### src/rtl/core/assert_macros.svh
// assertion macros shared by the core modules
// no dependencies
`ifndef ASSERT_MACROS_SVH
`define ASSERT_MACROS_SVH

// expression holds at every clock outside reset
`define KMS_ASSERT(lbl, clk, rstn, expr, msg) \
    lbl: assert property (@(posedge clk) disable iff (!(rstn)) (expr)) else $error(msg);

// antecedent implies consequent in the same cycle
`define KMS_ASSERT_IMP(lbl, clk, rstn, ante, cons, msg) \
    lbl: assert property (@(posedge clk) disable iff (!(rstn)) (ante) |-> (cons)) \
        else $error(msg);

`endif

### src/rtl/core/kms_pkg.sv
// shared types, constants and base mapping for the minimizer core
// no dependencies
package kms_pkg;

    localparam int DEF_MAX_KMER_LEN = 64;
    localparam int DEF_MAX_MMER_LEN = 32;
    localparam int DEF_POS_BITS     = 16;

    localparam int SEEN_W   = 17;
    localparam logic [SEEN_W-1:0] SEEN_MAX = '1;
    localparam int CODE_W   = 3;
    localparam int WORD_W   = 64;
    localparam int Q_DEPTH  = 4;
    localparam int IDX_W    = 8;

    localparam logic [IDX_W-1:0] REG_KMER_LEN    = 8'd0;
    localparam logic [IDX_W-1:0] REG_MIN_LEN     = 8'd1;
    localparam logic [IDX_W-1:0] REG_CODE_SEED   = 8'd2;
    localparam logic [IDX_W-1:0] REG_MIN_CEILING = 8'd3;

    localparam logic [6:0] RST_KMER_LEN = 7'd31;
    localparam logic [5:0] RST_MIN_LEN  = 6'd15;

    localparam logic [CODE_W-1:0] CODE_A     = 3'd0;
    localparam logic [CODE_W-1:0] CODE_C     = 3'd1;
    localparam logic [CODE_W-1:0] CODE_G     = 3'd2;
    localparam logic [CODE_W-1:0] CODE_T     = 3'd3;
    localparam logic [CODE_W-1:0] CODE_OTHER = 3'd4;

    typedef struct packed {
        logic [CODE_W-1:0] code;
        logic              last;
    } item_t;

    typedef struct packed {
        logic [6:0]        kmer_len;
        logic [5:0]        min_len;
        logic [WORD_W-1:0] code_seed;
        logic [WORD_W-1:0] min_ceiling;
    } cfg_t;

    typedef enum logic [1:0] {
        ST_IDLE,
        ST_MMER,
        ST_SCAN,
        ST_OUT
    } st_t;

    function automatic logic [CODE_W-1:0] map_base(input logic [7:0] ch);
        logic [CODE_W-1:0] c;
        unique case (ch)
            8'h41, 8'h61: c = CODE_A;
            8'h43, 8'h63: c = CODE_C;
            8'h47, 8'h67: c = CODE_G;
            8'h54, 8'h74: c = CODE_T;
            default:      c = CODE_OTHER;
        endcase
        return c;
    endfunction

endpackage

### src/rtl/core/kms_front.sv
// front end: accepts bases, maps them to codes and queues them
// depends on kms_pkg and assert_macros.svh
`include "assert_macros.svh"
module kms_front
    import kms_pkg::*;
(
    input  logic       aclk,
    input  logic       aresetn,
    input  logic       s_tvalid,
    output logic       s_tready,
    input  logic [7:0] s_tdata,   // [7:0] base
    input  logic       s_tlast,   // read_end
    output logic       q_valid,
    output item_t      q_item,
    input  logic       q_pop
);

    localparam int PW = $clog2(Q_DEPTH);
    localparam int CNTW = $clog2(Q_DEPTH + 1);

    item_t           q_mem [Q_DEPTH];
    logic [PW-1:0]   wr_ptr_reg, wr_ptr_next;
    logic [PW-1:0]   rd_ptr_reg, rd_ptr_next;
    logic [CNTW-1:0] cnt_reg, cnt_next;
    logic            push;

    assign s_tready = (cnt_reg != CNTW'(Q_DEPTH));
    assign push     = s_tvalid && s_tready;
    assign q_valid  = (cnt_reg != '0);
    assign q_item   = q_mem[rd_ptr_reg];

    always_comb begin
        wr_ptr_next = wr_ptr_reg;
        rd_ptr_next = rd_ptr_reg;
        cnt_next    = cnt_reg;
        if (push) begin
            wr_ptr_next = (wr_ptr_reg == PW'(Q_DEPTH - 1)) ? '0 : wr_ptr_reg + 1'b1;
        end
        if (q_pop) begin
            rd_ptr_next = (rd_ptr_reg == PW'(Q_DEPTH - 1)) ? '0 : rd_ptr_reg + 1'b1;
        end
        if (push && !q_pop) begin
            cnt_next = cnt_reg + 1'b1;
        end else if (!push && q_pop) begin
            cnt_next = cnt_reg - 1'b1;
        end
    end

    always_ff @(posedge aclk) begin
        if (!aresetn) begin
            wr_ptr_reg <= '0;
            rd_ptr_reg <= '0;
            cnt_reg    <= '0;
        end else begin
            wr_ptr_reg <= wr_ptr_next;
            rd_ptr_reg <= rd_ptr_next;
            cnt_reg    <= cnt_next;
        end
    end

    always_ff @(posedge aclk) begin
        if (push) begin
            q_mem[wr_ptr_reg] <= '{code: map_base(s_tdata), last: s_tlast};
        end
    end

    `KMS_ASSERT(a_cnt_bound, aclk, aresetn, cnt_reg <= CNTW'(Q_DEPTH), "queue count overflow")
    `KMS_ASSERT_IMP(a_pop_nonempty, aclk, aresetn, q_pop, cnt_reg != '0, "pop from empty queue")

endmodule

### config.mk
export PLATFORM = sky130hd
export DESIGN_NAME = kms_front
export DESIGN_NICKNAME = d
export VERILOG_FILES = /design/src/rtl/core/kms_pkg.sv /design/src/rtl/core/kms_front.sv
export VERILOG_INCLUDE_DIRS = /design/src /design/src/rtl/core
export SDC_FILE = /design/constraint.sdc
export NUM_CORES = 1
export LEC_CHECK = 0
export BUFFER_PORTS_ARGS = -buffer_cell sky130_fd_sc_hd__buf_2
export CAP_MARGIN = 0
export CORE_MARGIN = 3
export CORE_UTILIZATION = 45
export CTS_CLUSTER_DIAMETER = 120
export DETAILED_ROUTE_END_ITERATION = 12
export MAX_ROUTING_LAYER = met4
export PLACE_DENSITY = 0.72
export SLEW_MARGIN = 40
export SYNTH_ARGS = -nofsm -noshare
export SYNTH_HDL_FRONTEND = slang
export SYNTH_SLANG_ARGS = --single-unit
### constraint.sdc
create_clock -name aclk -period 2.3 [get_ports aclk]
set_input_delay 0 -clock aclk [delete_from_list [all_inputs] [get_ports aclk]]
set_output_delay 0 -clock aclk [all_outputs]
set_load 0.005 [all_outputs]
======== Word level (Yosys, flattened, before mapping) ========
Memories as Yosys holds them, arrays and structs flattened. A register that Yosys moved wholly into a read port is not among the register bits.
Cells that the tools add are included.
cells by class
  add/subtract/negate cells ............... 4
  $mul .................................... 0
  div/mod/pow operators ................... 0
  magnitude comparators ................... 0
  eq/ne operators ......................... 11
  shifts and indexed selects .............. 0
  mux-type cells .......................... 10
  bitwise gates (word level) .............. 0
  reduce and logical (&&, ||, !) cells .... 11
operators with widths
  operator                                                             number
  8-bit by 7-bit == test with 1-bit output (second input constant)     8
  3-bit one-hot mux with 4 select lines                                1
  3-bit two-way mux                                                    3
  2-bit two-way mux                                                    4
  2-bit OR reduction                                                   4
  2-bit by 1-bit adder with 2-bit output (second input constant)       2
  2-bit == test (second input constant)                                2
  3-bit by 1-bit adder with 3-bit output (second input constant)       1
  1-bit logical AND                                                    3
  3-bit inequality test (second input constant)                        1
  3-bit nonzero test                                                   1
  3-bit by 1-bit subtractor with 3-bit output (second input constant)  1
  1-bit logical NOT                                                    2
  1-bit two-way mux                                                    2
  2-bit nonzero test                                                   1
storage, ports and cells
  flip-flop bits (word level) ............. 7
  latch bits .............................. 0
  memory bits (writable) .................. 16
  ROM bits ................................ 0
  word-level logic and storage cells ...... 40
  memories ................................ 1
memory list
  name   depth  width  read ports  clocked after memory_dff  wr ports  line             text
  q_mem  4      4      1           1                         1         kms_front.sv:21  item_t q_mem [Q_DEPTH];

======== Logic depth before layout (Yosys ltp) ========
  word-level depth ........................ 6
  depth in mapped cells ................... 9

======== Least setup slack after synthesis ========
Ideal clock, no wire load.
  kind .................................... reg2reg
  from .................................... register cnt_reg[0]
  to ...................................... register cnt_reg[2]
  library setup time ...................... 0.070 ns
  arrival time ............................ 1.902 ns
  required time ........................... 2.230 ns
  slack ................................... 0.328 ns
  stages on the path, launching flop included .. 10
  path buffers ............................ 1
  cells stage by stage .................... dfxtp_1 > or3b_1 > buf_6 > and2_4 > ha_1 > inv_1 > fa_1 > xor2_1 > or3_1 > a21boi_1
on the way
  cells in the longest elaborated chain, start to end .. 5
RTL lines
  what                          line             text
  from (decl)                   kms_front.sv:24  logic [CNTW-1:0] cnt_reg, cnt_next;
  from (signal assigned)        kms_front.sv:57  cnt_reg <= cnt_next;
  3-bit inequality test *       kms_front.sv:27  assign s_tready = (cnt_reg != CNTW'(Q_DEPTH));
  net s_tready                  kms_front.sv:10  output logic s_tready,
  1-bit logical AND *           kms_front.sv:28  assign push = s_tvalid && s_tready;
  net push                      kms_front.sv:25  logic push;
  1-bit logical NOT             kms_front.sv:44  end else if (!push && q_pop) begin
  1-bit logical AND             kms_front.sv:44
  2-bit nonzero test (no line)  --
The timed path passes the listed nets; every way through them passes the cells marked *. The select of a mux whose other input is x is not followed.
A chain may end at the register's enable or synchronous reset.

======== Final worst setup path ========
  from .................................... register cnt_reg[0]
  to ...................................... register wr_ptr_reg[0]
on the way
  cells in the longest elaborated chain, start to end .. 2
RTL lines
  what                   line             text
  3-bit inequality test  kms_front.sv:27
  1-bit logical AND      kms_front.sv:28
  to (signal assigned)   kms_front.sv:55  wr_ptr_reg <= wr_ptr_next;
  to (decl)              kms_front.sv:22  logic [PW-1:0] wr_ptr_reg, wr_ptr_next;
No other way between the ends.

==> flow_summary_export.csv <==
group,metric,value,unit
logic_synthesis,synth_area_leaders,"edfxtp_1 42%, dfxtp_1 16%, mux4_2 8.0%",
timing,clock.fmax,0.451,GHz
drt,post_drt_wl_per_cell,14.1,um
floorplanning,die_h,56.1,um
drt,vias,700,
clocking,root_buffer,"clkbuf_4",
finish,instances_no_fill,132,
outcome,outcome,"finished, final reports clean",
job,drv_cap,0,
place,placed_cell_area,1240,um^2
floorplanning,ios,19,
timing,period_needed,2.22,ns
floorplanning,fp.dieW,56.1,um
logic_synthesis,yosys.area.top_type,"edfxtp_1",
grt,globalRouteOverflowTotal,0,
finish,syn2layout_area_growth,16.9,%
timing,tightest_slew,0.372,ns
power,p_per_area,761,nW/um^2
logic_synthesis,syn_nets,99,
timing,final_hold_viol_count,0,
timing,setup_viol,0,
clocking,clkTransAtPathRegs,0.13,ns
critical_path,path_max_fanout,7,
timing,clock_skew,0.00281,ns
min_path,min_path_type,"in -> reg",
timing,slew_violations,0,
finish,nFillCells,189,
drt,first_iter_violations,7,
place,gp_congestion,0.713,
drt,drc,0,
place,dp_cells,123,
clocking,clk_latency,0.31,ns
logic_synthesis,yosysUniqueCellTypes,30,
logic_synthesis,synth_seq_area_share,58.4,%
critical_path,crit_type,"reg -> reg",
finish,largest_reg_flops,16,
logic_synthesis,synth_cells,79,
critical_path,cp.arrival,2.43,ns
power,power.leakage,0.000526,uW
finish,layout.nets,125,
floorplanning,die_area,3150,um^2
floorplanning,coreArea,2300,um^2
grt,grt_pass1_wl,3.09,mm
finish,n_antenna_cell,0,
clocking,cts_buffers,3,
critical_path,cp.required,2.51,ns
finish,multiInputGateArea,447,um^2
drt,vias_per_cell,5.30,
drt,finalWirelength,1.86,mm
floorplanning,start_util,49.2,%
grt,antenna_found_initial,0,
grt,grt_pass1_vias,688,
clocking,cts.sinks,25,
drt,ant_nets,0,
drt,drt_pre_antenna_iters,3,
logic_synthesis,synth_top_cell_area_share,42.5,%
place,port_buffers,17,
timing,slew_headroom,74.9,%
finish,regArea,663,um^2
floorplanning,row_count,17,
timing,holdWs,0.0442,ns
grt,grt_max_degree,15,
logic_synthesis,yosys_warnings,0,
critical_path,cp-start-kind,"register",
clocking,cts_tree,"done",
logic_synthesis,syn_avg_cell_area,14.3,um^2
critical_path,end_kind,"register",
logic_synthesis,synth-seq-cells,25,
clocking,clockBufferDepth,2,
grt,track_usage,13.0,%
finish,finish.utilization,57.6,%
place,hpwlAfterDp,1.40,mm
clocking,htreeDepth,1,
finish,final_cell_area,1320,um^2
finish,drive_above_1_share,31.7,%
logic_synthesis,synth_area,1130,um^2
finish,final_common_cell,"buf_2",
clocking,cts_setup_buffers,0,
finish,layout_common_cells,"17 x buf_2, 16 x edfxtp_1, 7 x dfxtp_1, 6 x ha_1",
timing,fin_crit_sh,96.5,%
power,irDropWorstVdd,0.489,mV
critical path: stages, from the launching register on:
cell           delay, ns
dfxtp_2             0.37
or3b_4              0.44
nand4_1             0.12
dlygate4sd3_1       0.56
o21ai_1             0.07
dlygate4sd3_1       0.57
worst paths after layout:
| path | startpoint | end | depth (start not counted) | slack [ns] |
|---|---|---|---|---|
| hold reg to reg | wr_ptr_reg[1]$_SDFFE_PN0P_ | wr_ptr_reg[1]$_SDFFE_PN0P_ | 2 | 0.52 |
| hold / removal | q_pop | rd_ptr_reg[1]$_SDFFE_PN0P_ | 3 | 0.04 |
| setup / recovery | cnt_reg[0]$_SDFFE_PN0P_ | wr_ptr_reg[0]$_SDFFE_PN0P_ | 5 | 0.08 |
| setup reg to reg | cnt_reg[0]$_SDFFE_PN0P_ | wr_ptr_reg[0]$_SDFFE_PN0P_ | 5 | 0.08 |
cell usage after synthesis (all sizes together):
library cell,instances
nand2,3
nor2b,5
nand2b,1
or3b,1
or3,2
and3,5
and2,2
xnor2,1
o21ai,4
mux2i,3
nand3b,1
nor2,1
mux4,4
dfxtp,9
fa,1
nor3b,3
nor4bb,1
inv,4
o21a,1
buf,1
ha,6
nand4,1
edfxtp,16
a21boi,1
a21oi,1
xor2,1
timing repair:
action,CTS,global route
setup endpoints to repair,0,2
hold endpoints to repair,7,0
gates resized for setup,0,3
hold buffers,5,0
metal layers:
layer / part of all wire, % / global-route usage [%] / vias up / wire length (um)
li1: - / - / 343 / -
met1: 41 / 15.0 / 339 / 770
met2: 53 / 21.9 / 14 / 983
met3: 3.7 / 3.25 / 4 / 69
met4: 1.8 / 4.75 / 0 / 34
met5: 0 / - / - / 0
stage by stage:
stage                     setup WS [ns]  setup TNS [ns]  total power [uW]
after global routing           -0.00452        -0.00452              1070
final                            0.0810               0              1010
after floorplan                   0.328               0               736
after global placement            0.265               0               795
after CTS                        0.0661               0              1010
after detailed placement          0.124               0               811
kinds of logic after synthesis:
group	after synthesis	synth area share, %
xor+xnor	2	1.55
simple gates	26	15.2
fa+ha+maj	7	8.41
flops	25	58.4
buf+inv	5	2.32
mux	7	10.6
compound gates	7	3.54
where the power goes:
group	leakage, uW	switching [uW]	internal [uW]	total [uW]
Combinational	0.000282	109	137	245
Clock	0.0000177	121	64.9	186
Sequential	0.000227	42.3	532	574
Total	0.000526	272	734	1010
final cells by class:
| class | count | share of cell area, % |
|---|---|---|
| Timing Repair Buffer | 22 | 10.2 |
| Clock buffer | 3 | 1.70 |
| Tap cell | 28 | 2.65 |
| Multi-Input combinational cell | 49 | 33.8 |
| Inverter | 4 | 1.14 |
| Clock inverter | 1 | 0.378 |
| Sequential cell | 25 | 50.1 |
Note: power is estimated with default switching activity, not from simulation.
